$ cat src/rtl/clr_pkg.sv
// shared types, widths and reset values for the clipped line rasterizer
package clr_pkg;

  localparam int COORD_BITS_DEF = 12;
  localparam int DIM_W          = 12;
  localparam int PITCH_W        = 13;
  localparam int ADDR_W         = 24;
  localparam int COLOR_W        = 16;
  localparam int CFG_DATA_W     = 13;
  localparam int CFG_INDEX_W    = 2;

  localparam logic [DIM_W-1:0]   WIDTH_RESET  = 12'd640;
  localparam logic [DIM_W-1:0]   HEIGHT_RESET = 12'd480;
  localparam logic [PITCH_W-1:0] PITCH_RESET  = 13'd640;

  typedef enum logic {
    OP_LOAD = 1'b0,
    OP_STEP = 1'b1
  } op_t;

  typedef enum logic [CFG_INDEX_W-1:0] {
    REG_SCREEN_WIDTH  = 2'd0,
    REG_SCREEN_HEIGHT = 2'd1,
    REG_ROW_PITCH     = 2'd2
  } cfg_reg_t;

endpackage

$ cat src/rtl/clipped_line_rasterizer.sv
// clipped line rasterizer: bresenham stepping, screen clip and framebuffer address
//
// item channel (item_valid / item_stall): op 0 loads a line from x_start, y_start,
// x_end, y_end and pen_color and yields the start pixel; op 1 advances one pixel of an active line.
// pixel channel (pixel_valid / pixel_stall): one pixel per item with coordinates,
// address y * row_pitch + x (0 when clipped), color, write_enable (on screen) and line_done.
// the line state updates in the item transfer cycle and the pixel goes to the stage 1
// register; the clip and address multiply follow one stage later, into the output
// register. throughput is one item per cycle while the pixel side does not stall.
// a stall on the pixel side holds the output register; the two internal stages
// keep accepting until both are full, then item_stall rises in the same cycle.
// reset (rst, synchronous) drops all pipeline contents, clears the line state and
// loads the screen registers with 640 x 480, pitch 640.
// cfg_write writes register cfg_index (0 width, 1 height, 2 pitch) from cfg_data;
// write only while no items are in flight.
module clipped_line_rasterizer
  import clr_pkg::*;
#(
  parameter int COORD_BITS = COORD_BITS_DEF
) (
  input  logic                         clk,
  input  logic                         rst,
  input  logic                         cfg_write,
  input  logic [CFG_INDEX_W-1:0]       cfg_index,
  input  logic [CFG_DATA_W-1:0]        cfg_data,
  input  logic                         item_valid,
  output logic                         item_stall,
  input  logic                         op,
  input  logic signed [COORD_BITS-1:0] x_start,
  input  logic signed [COORD_BITS-1:0] y_start,
  input  logic signed [COORD_BITS-1:0] x_end,
  input  logic signed [COORD_BITS-1:0] y_end,
  input  logic [COLOR_W-1:0]           pen_color,
  output logic                         pixel_valid,
  input  logic                         pixel_stall,
  output logic signed [COORD_BITS-1:0] pixel_x,
  output logic signed [COORD_BITS-1:0] pixel_y,
  output logic [ADDR_W-1:0]            pixel_address,
  output logic [COLOR_W-1:0]           pixel_color,
  output logic                         write_enable,
  output logic                         line_done
);

  localparam int C      = COORD_BITS;
  localparam int D_W    = C + 1;
  localparam int E_W    = C + 3;
  localparam int CMP_W  = ((C > DIM_W) ? C : DIM_W) + 1;
  localparam int PROD_RAW = C + PITCH_W + 1;
  localparam int PROD_W = (PROD_RAW > ADDR_W) ? PROD_RAW : ADDR_W;

  // screen registers
  logic [DIM_W-1:0]   screen_width;
  logic [DIM_W-1:0]   screen_height;
  logic [PITCH_W-1:0] row_pitch;

  always_ff @(posedge clk) begin
    if (rst) begin
      screen_width  <= WIDTH_RESET;
      screen_height <= HEIGHT_RESET;
      row_pitch     <= PITCH_RESET;
    end else if (cfg_write) begin
      unique case (cfg_index)
        REG_SCREEN_WIDTH:  screen_width  <= cfg_data[DIM_W-1:0];
        REG_SCREEN_HEIGHT: screen_height <= cfg_data[DIM_W-1:0];
        REG_ROW_PITCH:     row_pitch     <= cfg_data[PITCH_W-1:0];
        default: ;
      endcase
    end
  end

  // line state
  logic signed [C-1:0]   cur_x, cur_y, end_x, end_y;
  logic signed [E_W-1:0] err_term;
  logic [D_W-1:0]        twice_dx, twice_dy;
  logic                  x_negative, y_negative, x_major, active;
  logic [COLOR_W-1:0]    line_color;

  logic signed [C-1:0]   cur_x_next, cur_y_next, end_x_next, end_y_next;
  logic signed [E_W-1:0] err_term_next;
  logic [D_W-1:0]        twice_dx_next, twice_dy_next;
  logic                  x_negative_next, y_negative_next, x_major_next, active_next;
  logic [COLOR_W-1:0]    line_color_next;
  logic                  live_next, done_next;

  // pipeline control
  logic s1_valid;
  logic adv1, adv2, item_xfer;

  assign adv2       = !pixel_valid || !pixel_stall;
  assign adv1       = !s1_valid || adv2;
  assign item_stall = !adv1;
  assign item_xfer  = item_valid && adv1;

  // load path
  logic signed [C:0]     diff_x, diff_y;
  logic [C-1:0]          dx, dy;
  logic [D_W-1:0]        ld_tdx, ld_tdy;
  logic                  ld_xneg, ld_yneg, ld_xmaj;
  logic signed [E_W-1:0] ld_err;

  // step path
  logic                  take_minor;
  logic signed [E_W:0]   err_sum;
  logic signed [C-1:0]   step_x, step_y;

  always_comb begin
    ld_xneg = !(x_end > x_start);
    ld_yneg = !(y_end > y_start);
    diff_x  = ld_xneg ? (D_W'(x_start) - D_W'(x_end)) : (D_W'(x_end) - D_W'(x_start));
    diff_y  = ld_yneg ? (D_W'(y_start) - D_W'(y_end)) : (D_W'(y_end) - D_W'(y_start));
    dx      = diff_x[C-1:0];
    dy      = diff_y[C-1:0];
    ld_tdx  = {dx, 1'b0};
    ld_tdy  = {dy, 1'b0};
    ld_xmaj = ld_tdx >= ld_tdy;
    ld_err  = ld_xmaj ? ($signed(E_W'(ld_tdy)) - $signed(E_W'(dx)))
                      : ($signed(E_W'(ld_tdx)) - $signed(E_W'(dy)));

    take_minor = (err_term > 0) ||
                 ((err_term == 0) && !(x_major ? x_negative : y_negative));
    if (x_major) begin
      err_sum = $signed((E_W+1)'(err_term))
              - (take_minor ? $signed((E_W+1)'(twice_dx)) : '0)
              + $signed((E_W+1)'(twice_dy));
      step_x  = x_negative ? cur_x - C'(1) : cur_x + C'(1);
      step_y  = !take_minor ? cur_y : (y_negative ? cur_y - C'(1) : cur_y + C'(1));
    end else begin
      err_sum = $signed((E_W+1)'(err_term))
              - (take_minor ? $signed((E_W+1)'(twice_dy)) : '0)
              + $signed((E_W+1)'(twice_dx));
      step_y  = y_negative ? cur_y - C'(1) : cur_y + C'(1);
      step_x  = !take_minor ? cur_x : (x_negative ? cur_x - C'(1) : cur_x + C'(1));
    end

    cur_x_next      = cur_x;
    cur_y_next      = cur_y;
    end_x_next      = end_x;
    end_y_next      = end_y;
    err_term_next   = err_term;
    twice_dx_next   = twice_dx;
    twice_dy_next   = twice_dy;
    x_negative_next = x_negative;
    y_negative_next = y_negative;
    x_major_next    = x_major;
    line_color_next = line_color;
    active_next     = active;
    live_next       = 1'b0;
    done_next       = 1'b1;

    if (op == OP_LOAD) begin
      cur_x_next      = x_start;
      cur_y_next      = y_start;
      end_x_next      = x_end;
      end_y_next      = y_end;
      err_term_next   = ld_err;
      twice_dx_next   = ld_tdx;
      twice_dy_next   = ld_tdy;
      x_negative_next = ld_xneg;
      y_negative_next = ld_yneg;
      x_major_next    = ld_xmaj;
      line_color_next = pen_color;
      done_next       = ld_xmaj ? (x_start == x_end) : (y_start == y_end);
      active_next     = !done_next;
      live_next       = 1'b1;
    end else if (active) begin
      cur_x_next    = step_x;
      cur_y_next    = step_y;
      err_term_next = err_sum[E_W-1:0];
      done_next     = x_major ? (step_x == end_x) : (step_y == end_y);
      active_next   = !done_next;
      live_next     = 1'b1;
    end
  end

  always_ff @(posedge clk) begin
    if (rst) begin
      cur_x      <= '0;
      cur_y      <= '0;
      end_x      <= '0;
      end_y      <= '0;
      err_term   <= '0;
      twice_dx   <= '0;
      twice_dy   <= '0;
      x_negative <= 1'b0;
      y_negative <= 1'b0;
      x_major    <= 1'b0;
      line_color <= '0;
      active     <= 1'b0;
    end else if (item_xfer) begin
      cur_x      <= cur_x_next;
      cur_y      <= cur_y_next;
      end_x      <= end_x_next;
      end_y      <= end_y_next;
      err_term   <= err_term_next;
      twice_dx   <= twice_dx_next;
      twice_dy   <= twice_dy_next;
      x_negative <= x_negative_next;
      y_negative <= y_negative_next;
      x_major    <= x_major_next;
      line_color <= line_color_next;
      active     <= active_next;
    end
  end

  // stage 1: pixel before clip
  logic signed [C-1:0] s1_x, s1_y;
  logic [COLOR_W-1:0]  s1_color;
  logic                s1_live, s1_done;

  always_ff @(posedge clk) begin
    if (rst) begin
      s1_valid <= 1'b0;
    end else if (adv1) begin
      s1_valid <= item_valid;
    end
  end

  always_ff @(posedge clk) begin
    if (item_xfer) begin
      s1_x     <= cur_x_next;
      s1_y     <= cur_y_next;
      s1_color <= line_color_next;
      s1_live  <= live_next;
      s1_done  <= done_next;
    end
  end

  // stage 2: clip and address
  logic              on_screen;
  logic [PROD_W-1:0] addr_full;

  always_comb begin
    on_screen = s1_live && !s1_x[C-1] && !s1_y[C-1] &&
                (CMP_W'($unsigned(s1_x)) < CMP_W'(screen_width)) &&
                (CMP_W'($unsigned(s1_y)) < CMP_W'(screen_height));
    addr_full = PROD_W'($unsigned(s1_y)) * PROD_W'(row_pitch) + PROD_W'($unsigned(s1_x));
  end

  always_ff @(posedge clk) begin
    if (rst) begin
      pixel_valid <= 1'b0;
    end else if (adv2) begin
      pixel_valid <= s1_valid;
    end
  end

  always_ff @(posedge clk) begin
    if (adv2 && s1_valid) begin
      pixel_x       <= s1_x;
      pixel_y       <= s1_y;
      pixel_address <= on_screen ? addr_full[ADDR_W-1:0] : '0;
      pixel_color   <= s1_color;
      write_enable  <= on_screen;
      line_done     <= s1_done;
    end
  end

`ifndef SYNTHESIS
  a_we_nonneg: assert property (@(posedge clk) disable iff (rst)
    pixel_valid && write_enable |-> !pixel_x[C-1] && !pixel_y[C-1])
    else $error("write enabled on a negative coordinate");

  a_clip_addr: assert property (@(posedge clk) disable iff (rst)
    pixel_valid && !write_enable |-> pixel_address == '0)
    else $error("clipped pixel carries a nonzero address");

  a_idle_step: assert property (@(posedge clk) disable iff (rst)
    item_xfer && op == OP_STEP && !active |=> $stable(cur_x) && $stable(cur_y) && !active)
    else $error("step without a line changed the line state");

  a_dead_done: assert property (@(posedge clk) disable iff (rst)
    s1_valid && !s1_live |-> s1_done)
    else $error("pixel without a line not marked done");

  a_done_stops: assert property (@(posedge clk) disable iff (rst)
    item_xfer && done_next |=> !active)
    else $error("line still active after its end point");
`endif

endmodule

$ cat config.mk
export PLATFORM = sky130hd
export DESIGN_NAME = clipped_line_rasterizer
export DESIGN_NICKNAME = d
export VERILOG_FILES = /design/src/rtl/clr_pkg.sv /design/src/rtl/clipped_line_rasterizer.sv
export SDC_FILE = /design/constraint.sdc
export NUM_CORES = 1
export LEC_CHECK = 0
export BUFFER_PORTS_ARGS = -buffer_cell sky130_fd_sc_hd__buf_4
export CORE_UTILIZATION = 40
export DETAILED_ROUTE_END_ITERATION = 8
export SLEW_MARGIN = 20
export SYNTH_ARGS = -nofsm -noshare
export SYNTH_HDL_FRONTEND = slang
export SYNTH_SLANG_ARGS = --single-unit
$ cat constraint.sdc
create_clock -name clk -period 5.57 [get_ports clk]
set_clock_uncertainty 0.15 [all_clocks]
set_input_delay 0 -clock clk [delete_from_list [all_inputs] [get_ports clk]]
set_output_delay 0 -clock clk [all_outputs]
set_load 0.01 [all_outputs]
Yosys cells after proc, flatten, opt, wreduce, memory -nomap -nowiden

Cells that the tools add are included.

Output and inout bits: 68
Memories kept: 0
Input bits: 85
Bits in read-only memories: 0
Word-level logic and storage cells: 113
Memory bits (writable): 0
Register bits after elaboration: 254
Latch bits: 0

Div/mod/pow operators: 0
Shifts and indexed selects: 0
Eq/ne operators: 7
$mul: 1
Magnitude comparators: 6
Reduce and logical (&&, ||, !) cells: 28
Multiplexer cells: 27
Bitwise logic cells: 1
Add/sub/neg operators: 15

Operators by type and width:

| cell                    | count |
|---|---|
| $mux W12                | 12 |
| $mux W15                | 4 |
| $eq A12 B12 Y1          | 4 |
| $sub A12 B12 Y12        | 4 |
| $logic_not A32 Y1       | 1 |
| $add A15 B13 Y15        | 2 |
| $sub A15 B14 Y15        | 2 |
| $sub A13 B12 Y14        | 2 |
| $mux W13                | 2 |
| $add A12 B2 Y12 const B | 2 |
| $add A24 B12 Y24        | 1 |
| $gt A12 B12 Y1          | 2 |
| $lt A12 B12 Y1          | 2 |
| $mul A12 B13 Y24        | 1 |
| $sub A12 B2 Y12 const B | 2 |
| $mux W16                | 1 |
| $gt A15 B1 Y1 const B   | 1 |
| $ge A13 B13 Y1          | 1 |
| $logic_not A1 Y1        | 11 |
| $reduce_and A2 Y1       | 5 |
| $mux W1                 | 8 |
| $logic_and A1 B1 Y1     | 7 |
| $logic_or A1 B1 Y1      | 3 |
| $eq A2 B1 Y1 const B    | 1 |
| 4 further kinds         | 4 |

Depth between registers and ports, before layout

Gate-level depths: netlist (run 1).

Depth after elaboration: 11
Gate-level depth with buffers: 23
Mapped depth without buffers: 23

Worst setup path before layout (run 1)

No wires, ideal clock.

Path type: register -> register
Start point: reg s1_valid
End point: reg line_done (enable)
Cell stages (with the launch flop): 2
Period minus slack after synthesis: 5.882 ns
Library setup time: 0.590 ns
Data arrival time: 5.142 ns
Path slack: -0.312 ns
Buffers on the path: 0
Required time: 4.830 ns
Cell sequence: dfxtp_1 -> a21boi_0

Word-level cells in the longest chain between the ends: 1

RTL lines:

| item                   | line                           | text |
|---|---|---|
| from (decl)            | clipped_line_rasterizer.sv:86  | `logic s1_valid;` |
| from (signal assigned) | clipped_line_rasterizer.sv:214 | `s1_valid <= item_valid;` |
| $logic_and A1 B1 Y1    | clipped_line_rasterizer.sv:248 | `if (adv2 && s1_valid) begin` |
| to (signal assigned)   | clipped_line_rasterizer.sv:254 | `line_done <= s1_done;` |
| to (decl)              | clipped_line_rasterizer.sv:41  | `output logic line_done` |

No other way between the ends.
A chain may end at the register's enable or synchronous reset.

Worst setup path in the final report (run 1)

Start point: reg s1_y[0]
End point: reg pixel_address[23], data pin

Word-level cells in the longest chain between the ends: 2
Elaborated cells on any way between the ends: 4
Classes of those cells: add/sub (1); mul (1); order compare (1); reduce/logical (1)

RTL lines:

| item                                                    | line                                                           | text |
|---|---|---|
| from (decl)                                             | clipped_line_rasterizer.sv:206                                 | `logic signed [C-1:0] s1_x, s1_y;` |
| from (signal assigned)                                  | clipped_line_rasterizer.sv:221                                 | `s1_y <= cur_y_next;` |
| $mul A12 B13 Y24 or $lt A12 B12 Y1 (tied branches)      | clipped_line_rasterizer.sv:236, clipped_line_rasterizer.sv:235 |  |
| $add A24 B12 Y24 or $logic_and A1 B1 Y1 (tied branches) | clipped_line_rasterizer.sv:236, clipped_line_rasterizer.sv:234 |  |
| to (signal assigned)                                    | clipped_line_rasterizer.sv:251                                 | `pixel_address <= on_screen ? addr_full[ADDR_W-1:0] : '0;` |
| to (decl)                                               | clipped_line_rasterizer.sv:38                                  | `output logic [ADDR_W-1:0] pixel_address,` |

Several ways; a longest one is shown, not always the timed one.

==> run summary, run 1 <==
Die Area: 58800 µm²
routing usage on met1: 28.5%
most common cell after layout, fill and taps aside: inv_1
Post-synth ARST share: 0%
worst slew pin tran: 1.14 ns
unrepaired setup endpoints after global routing: true
critical path class: register to register
Top Ports: 153
1st-pass router iterations: 5
pwr/cell area: 332 nW/µm²
Setup WS post-layout: 0.0433 ns
Placed Instances: 3628
Cells after Synth: 2713
nets@finish: 3501
GRT Total Usage: 22.7%
status: finished clean
crit path max-delay cell type: fa_1
GRT busiest layer: met2
vias in the first global route: 20300
Syn Std Cell Area: 23200 µm²
clock buffer depth: 3
Iteration-0 DRC Markers: 1047
antenna violations before repair: 0
YS warnings: 0
fraction of layout instances using a drive strength above 1: 14.8%
CTS clk-pin slew, worst paths: 0.06 ns
Syn Nets: 3166
commonest cells after routing, fill and taps aside: inv_1, nand2_1, buf_4
max incr delay on CP: 0.55 ns
area of the core: 56800 µm²
Final Hold Viols: 0
Sum Neg Setup Slack: 0 ns
most used cell, CP: fa_1
height of the die: 243 µm
crit-path max FO: 5
Max VDD drop: 0.000355 V
critical-path cell list: buf_6 -> and2_4 -> fa_1 -> inv_1 -> fa_1 -> inv_2 -> fa_1 -> fa_1 -> inv_1 -> fa_1 -> inv_2 -> ha_4 -> nand3_1 -> o31ai_4 -> o41ai_2 -> buf_4 -> o311ai_1 -> o211ai_1 -> xnor2_1 -> nor2_1
Worst Path Arrival: 5.72 ns
cell family with the largest share of critical-path delay: adder cells
sequential area share after synthesis: 26.6%
synth unique cells: 93
Power, Total: 0.00950 W
GRT Residual Overflow: 0
Die W: 243 µm
WL/cell: 17.6 µm
Simple-Gate Fraction of Synth Area: 16.6%
# setup viols final: 0
max-cap viol count: 0
met2 Resource Use GR: 40.7%
first-pass GRT wire length: 108000 µm
total number of H-tree levels: 1
TritonCTS clock tree: built
syn_area_per_cell: 8.53 µm²
critical path capture point type: register
non-filler cells, final: 3829
pre-CTS setup slack: -0.174 ns
largest net degree at the start of global routing: 80
mux cell area share after synthesis: 2.35%
post-synthesis compound-gate area fraction: 16.1%
fmax: 0.181 GHz
Final ANT Viol Nets: 0
routability cong.: 0.925
Final Cycle Share: 99.2%
Adder-Cell Fraction of Synth Area: 24.9%
Synth Register Bits: 254
# clock sinks: 254
CTS Buf Count: 31
main combinational cell family by area after synthesis: adder cells
WP buf/inv: 6
effective utilization at floorplan: 40.7%
Post-synth EDFFs: 108
DR vias/cell: 5.24
I/O Buffers: 152
Worst EP required: 5.76 ns
Lkg Pwr: 12.9 nW
crit path launch type: register
Clock Tree Root: clkbuf_16
Rel. slew slack: 23.9%
Hold/Removal Path Class: primary input to register
cell row count: 87
drt drc: 0
Slew Viols, Final: 0
Antenna Cells: 0
P&R area growth vs syn: 23.5%
Final min period: 5.53 ns
XOR/XNOR Fraction of Synth Area: 4.87%
met3 usage: 2.34%
clk_lat worst skew: 0.59 ns
Vias: 20100
Main synth FF type: dfxtp_1
DP Wirelength: 52700 µm
drt total wl: 67600 µm
-- worst paths after layout --
| check | to | cells past startpoint | slack (ns) | start |
|---|---|---|---|---|
| hold reg to reg | pixel_color[10] | 0 | 0.27 | s1_color[10] |
| hold / removal | y_negative | 4 | 0.05 | op |
| setup / recovery | pixel_address[23] | 20 | 0.04 | s1_y[0] |
| setup reg to reg | pixel_address[23] | 20 | 0.04 | s1_y[0] |
-- cell usage after synthesis (78+ instances only) --
master	count	area, µm²
a21oi_1	195	976
and2_1	114	713
clkbuf_1	88	330
dfxtp_1	146	2920
edfxtp_1	108	3240
fa_1	154	3080
ha_1	214	2680
inv_1	398	1490
nand2_1	359	1350
nor2_1	155	582
o21ai_0	78	390
xnor2_1	80	701
-- per-layer routing --
metal | wire [µm] | vias up
met5 | 0 | -
li1 | - | 9797
met1 | 29400 | 9688
met4 | 1830 | 0
met2 | 33500 | 471
met3 | 2840 | 104
-- area by class of cell --
type                            instances  area (µm²)
Tap cell                              756         946
Timing Repair Buffer                  420        3550
Clock inverter                         20         198
Multi-Input combinational cell       1941       15400
Clock buffer                           38         865
Inverter                              400        1500
Fill cell                            5373       28200
Sequential cell                       254        6170
-- cell families after synthesis --
group,Yosys count
adder cells (fa/ha/maj),368
AND/OR/NAND/NOR,826
multiplexers,51
flip-flops,254
AO/OA/AOI/OAI,568
buffers and inverters,518
XOR/XNOR,128
-- through the flow --
stage	hold WS, ns	cell area [µm²]	utilization [%]
after floorplan	-0.0261	23200	-
after global placement	0.0716	25800	45.3
after detailed placement	0.0780	25800	45.3
after CTS	0.00546	28400	49.9
after global routing	0.0573	28600	50.3
final	0.0470	28600	50.3
-- flip-flops by register name, indices dropped and copies added, names as in the netlist, 12 cells and up --
signal         cells
pixel_address     24
line_color        16
pixel_color       16
s1_color          16
err_term          15
row_pitch         13
cur_x             12
cur_y             12
end_x             12
end_y             12
pixel_x           12
pixel_y           12
s1_x              12
s1_y              12
screen_height     12
screen_width      12
twice_dx          12
twice_dy          12
-- report_power, final --
part           total [W]  leakage (nW)  internal [W]  switching, W
Combinational    0.00520          10.1       0.00229       0.00290
Sequential       0.00222          2.26       0.00210      0.000124
Clock            0.00208         0.521       0.00125      0.000838
-- repair_timing --
| action | 4_1_cts | 5_1_grt |
|---|---|---|
| buffers inserted | 3 | 8 |
| endpoints found under the setup margin | 6 | 23 |
| gates resized for setup | 30 | 38 |
| hold buffers | 132 | 0 |
| pin swaps | 20 | 13 |
| endpoints found under the hold margin | 190 | 0 |
-- worst min-delay path: cells and delay by family --
family	cells	cell delay (ns)
AO/OA/AOI/OAI	1	0.05
buffers and inverters	1	0.27
AND/OR/NAND/NOR	2	0.39
Power figures use the tool's default switching activity.
==> run 2: changes to the inputs <==
CORE_UTILIZATION = 33   (was 40)
==> run summary, run 2 (same netlist as run 1, synthesis figures left out) <==
drt total wl: 66400 µm
Final Cycle Share: 100%
Max VDD drop: 0.000221 V
Top Ports: 153
failing checks: setup timing
clock buffer depth: 3
max-cap viol count: 0
critical path class: register to register
Iteration-0 DRC Markers: 1080
Worst setup endpoint: pixel_address[21]
Worst Path Arrival: 5.76 ns
Worst EP required: 5.75 ns
GRT Residual Overflow: 0
R2R Path Start: s1_y[1]
1st-pass router iterations: 5
P&R area growth vs syn: 22.9%
DR vias/cell: 4.94
crit path launch type: register
I/O Buffers: 152
total number of H-tree levels: 1
internal power: 0.00563 W
Reg power frac: 23.6%
fraction of layout instances using a drive strength above 1: 14.4%
fmax: 0.179 GHz
Worst path depth: 22
height of the die: 267 µm
max reg flops: 24
critical path capture point type: register
Vias: 19600
GRT Total Usage: 18.5%
Design Area, Final: 28400 µm²
Die W: 267 µm
Die Area: 71200 µm²
cell row count: 96
effective utilization at floorplan: 33.6%
first-pass GRT wire length: 105000 µm
placed cell areas: 25900 µm²
antenna violations before repair: 0
# setup viols final: 1
routability cong.: 0.902
r2r setup slk: -0.01 ns
clk_lat worst skew: 0.58 ns
DP Wirelength: 51100 µm
pre-CTS setup slack: -0.258 ns
Slew Viols, Final: 0
logic gate share of total power: 53.8%
# clock sinks: 254
WL/cell: 16.7 µm
CTS clk-pin slew, worst paths: 0.06 ns
Final ANT Viol Nets: 0
Placed Instances: 3791
clock power share: 22.6%
Hold/Removal Path Class: primary input to register
area of the core: 68900 µm²
max incr delay on CP: 0.53 ns
unrepaired setup endpoints after global routing: true
WP buf/inv: 7
vias in the first global route: 19400
largest net degree at the start of global routing: 80
most common cell after layout, fill and taps aside: inv_1
critical-path cell list: buf_4 -> buf_6 -> and2_1 -> fa_1 -> inv_1 -> fa_1 -> inv_2 -> fa_1 -> fa_1 -> inv_2 -> fa_1 -> inv_2 -> ha_4 -> and2_4 -> o21ai_4 -> o31ai_4 -> o41ai_2 -> buf_4 -> o311ai_1 -> a21oi_1 -> xor2_1 -> nor2_1
Setup WS post-layout: -0.0148 ns
register name with the most flops: pixel_address
Final Util: 41.3%
r2r worst-path depth: 22
crit path max-delay cell type: fa_1
cell family with the largest share of critical-path delay: adder cells
Final Hold Viols: 0
Clock Tree Root: clkbuf_16
Lkg Pwr: 12.7 nW
most used cell, CP: fa_1
drt drc: 0
Final min period: 5.58 ns
Rel. slew slack: 23.8%
commonest cells after routing, fill and taps aside: inv_1, nand2_1, buf_4
non-filler cells, final: 3967
Switching Fraction: 40.2%
Filler Cells Inserted: 6942
pwr/cell area: 331 nW/µm²
crit-path max FO: 5
worst slew pin tran: 1.14 ns
end of the worst register-to-register path: pixel_address[21]
net switching power: 0.00379 W
CTS Buf Count: 30
Setup crit start: s1_y[1]
status: finished, violations left
nets@finish: 3464
TritonCTS clock tree: built
run 2: layout make-up:
cell class / instances / area (µm²) / share of cell area, %
antenna: 1 / 2.50 / 0.00880
clock buffer: 34 / 766 / 2.69
clock inverter: 22 / 298 / 1.05
inverter: 400 / 1500 / 5.28
multi-input combinational: 1941 / 15300 / 53.9
sequential: 254 / 6170 / 21.7
tap: 931 / 1160 / 4.09
timing repair buffer: 384 / 3220 / 11.3
run 2: power by group through the flow:
stage | Sequential (W) | Combinational [W] | Clock, W
floorplan | 0.00223 | 0.00342 | 0
finish | 0.00222 | 0.00507 | 0.00213
CTS | 0.00222 | 0.00489 | 0.00219
global placement | 0.00226 | 0.00467 | 0
detailed placement | 0.00226 | 0.00470 | 0
global route | 0.00224 | 0.00567 | 0.00224
run 2: worst min path at each step:
stage                from  endpoint  slack, ns  cells past startpoint
2_1_floorplan  item_valid  s1_valid      -0.03                      1
3_3_place_gp   item_valid  s1_valid       0.08                      2
3_5_place_dp   item_valid  s1_valid       0.08                      2
4_1_cts                op  cur_x[4]       0.04                      4
5_1_grt          x_end[8]  end_x[8]       0.09                      4
6_report               op  cur_x[4]       0.07                      4
run 2: metal layers:
metal / routed length, µm / track usage, % / share of wire (%) / vias up
li1: - / - / - / 9721
met1: 30700 / 25.2 / 46 / 9388
met2: 31200 / 31.1 / 47 / 418
met3: 3000 / 2.07 / 4.5 / 86
met4: 1480 / 4.57 / 2.2 / 0
met5: 0 / 0 / 0 / -
run 2: what timing repair did:
item                                    in CTS  in global routing
pin swaps                                   11                 29
gates resized for setup                     26                 46
hold endpoints to repair                   192                  0
hold buffers                               111                  0
setup buffers                                5                  3
endpoints found under the setup margin       5                 23
run 2: metrics by stage:
step	hold WS, ns	power [W]	TNS [ns]
6_report	0.0709	0.00943	-0.0148
5_1_grt	0.0926	0.0102	-0.836
4_1_cts	0.0357	0.00930	0
3_5_place_dp	0.0807	0.00697	-0.752
3_3_place_gp	0.0837	0.00693	-0.305
2_1_floorplan	-0.0261	0.00564	-0.00120
run 2: worst register-to-register path, stage by stage, from the launching register on:
cell and delay (ns):
edfxtp_1 0.41, buf_4 0.18, buf_6 0.12, and2_1 0.16, fa_1 0.50, inv_1 0.04, fa_1 0.49, inv_2 0.04
fa_1 0.49, fa_1 0.53, inv_2 0.04, fa_1 0.49, inv_2 0.05, ha_4 0.22, and2_4 0.16, o21ai_4 0.16
o31ai_4 0.10, o41ai_2 0.34, buf_4 0.20, o311ai_1 0.09, a21oi_1 0.17, xor2_1 0.16, nor2_1 0.05
==> run 3: changes to the inputs <==
GPL_TIMING_DRIVEN = 1   (was unset)
PLACE_DENSITY = 0.59   (was unset)
==> run summary, run 3 (same netlist as run 1, synthesis figures left out) <==
non-filler cells, final: 3981
largest net degree at the start of global routing: 81
pwr/cell area: 323 nW/µm²
P&R area growth vs syn: 23.3%
clock buffer depth: 3
commonest cells after routing, fill and taps aside: inv_1, nand2_1, buf_4
crit path launch type: register
Clock Tree Root: clkbuf_16
I/O Buffers: 152
crit-path max FO: 4
critical path class: register to register
Rel. slew slack: 21.3%
WHS: 0.0938 ns
fraction of layout instances using a drive strength above 1: 15.1%
CTS Buf Count: 31
failing checks: setup timing
max reg flops: 24
CTS clk-pin slew, worst paths: 0.07 ns
first-pass GRT wire length: 105000 µm
area of the multi-input gates: 15400 µm²
TritonCTS clock tree: built
pre-CTS setup slack: -0.103 ns
Slew Viols, Final: 0
nets@finish: 3479
Final ANT Viol Nets: 0
Final Hold Viols: 0
antenna violations before repair: 3
vias in the first global route: 19300
cell count of the worst hold path: 4
1st-pass router iterations: 5
Top Ports: 153
Worst EP required: 5.73 ns
clk_lat worst skew: 0.59 ns
DP Wirelength: 51400 µm
Placed Instances: 3796
Lkg Pwr: 12.8 nW
# setup viols final: 2
critical path capture point type: register
Worst Path Arrival: 5.77 ns
height of the die: 267 µm
Setup WS post-layout: -0.0350 ns
routability cong.: 0.917
sequential cell area: 6170 µm²
GRT Total Usage: 18.5%
Max VDD drop: 0.000215 V
# clock sinks: 254
cell row count: 96
Sum Neg Setup Slack: -0.0664 ns
total number of H-tree levels: 1
register name with the most flops: pixel_address
Iteration-0 DRC Markers: 1311
Die Area: 71200 µm²
Vias: 19700
r2r worst-path depth: 22
DR vias/cell: 4.94
drt drc: 0
effective utilization at floorplan: 33.6%
fmax: 0.178 GHz
Filler Cells Inserted: 6953
drt total wl: 66400 µm
Hold/Removal Path Class: primary input to register
most common cell after layout, fill and taps aside: inv_1
Die W: 267 µm
GRT Residual Overflow: 0
area of the core: 68900 µm²
status: finished, violations left
WL/cell: 16.7 µm
Final Cycle Share: 101%
Power, Total: 0.00922 W
max-cap viol count: 0
Final min period: 5.60 ns
worst slew pin tran: 1.18 ns
unrepaired setup endpoints after global routing: true
[run 3: layout make-up]
cell class                 instances  area share [%]
multi-input combinational       1941            53.8
sequential                       254            21.6
timing repair buffer             398            11.7
inverter                         400            5.26
tap                              931            4.08
clock buffer                      43            3.06
clock inverter                    13           0.438
antenna                            1         0.00877
[run 3: power by group]
part	switching (W)	total, W	internal (W)
clock	0.000823	0.00200	0.00118
combinational	0.00277	0.00499	0.00222
sequential	0.000122	0.00222	0.00210
[run 3: worst max-delay path, cell delays in order (launching register included)]
cell	delay [ns]
edfxtp_1	0.43
buf_6	0.15
and2_4	0.15
fa_1	0.51
inv_2	0.04
fa_1	0.51
inv_2	0.05
ha_4	0.24
ha_4	0.26
inv_2	0.03
fa_1	0.51
inv_2	0.05
fa_2	0.39
a21oi_4	0.18
o21bai_4	0.10
a2111oi_4	0.41
o31ai_2	0.15
o41ai_2	0.35
buf_4	0.20
o311ai_4	0.09
a21oi_2	0.17
xor2_1	0.15
nor2_1	0.06
[run 3: worst paths after layout]
| check | to | startpoint | slack, ns |
|---|---|---|---|
| worst max-delay path | pixel_address[21] | s1_y[1] | -0.03 |
| worst min-delay path | end_y[11] | y_end[11] | 0.09 |
| worst max register to register | pixel_address[21] | s1_y[1] | -0.03 |
| worst min register to register | pixel_color[7] | s1_color[7] | 0.27 |
[run 3: metal layers]
| metal | part of all wire (%) | wire length (µm) | vias up | global-route usage [%] |
|---|---|---|---|---|
| met1 | 46 | 30600 | 9337 | 24.9 |
| met5 | 0.020 | 13 | - | 0 |
| li1 | - | - | 9753 | - |
| met3 | 4.9 | 3280 | 96 | 2.38 |
| met2 | 46 | 30700 | 462 | 30.8 |
| met4 | 2.7 | 1790 | 2 | 5.39 |
[run 3: through the flow]
step | area, µm² | utilization (%)
2_1_floorplan | 23200 | -
3_3_place_gp | 25900 | 37.6
3_5_place_dp | 25900 | 37.6
4_1_cts | 28300 | 41.0
5_1_grt | 28500 | 41.4
6_report | 28500 | 41.4
[run 3: repair_timing]
action / CTS / global route
hold buffers: 109 / 0
setup endpoints to repair: 6 / 20
cloned: 0 / 0
gates resized for setup: 38 / 39
pin swaps: 23 / 27
endpoints found under the hold margin: 172 / 0
setup buffers: 11 / 8
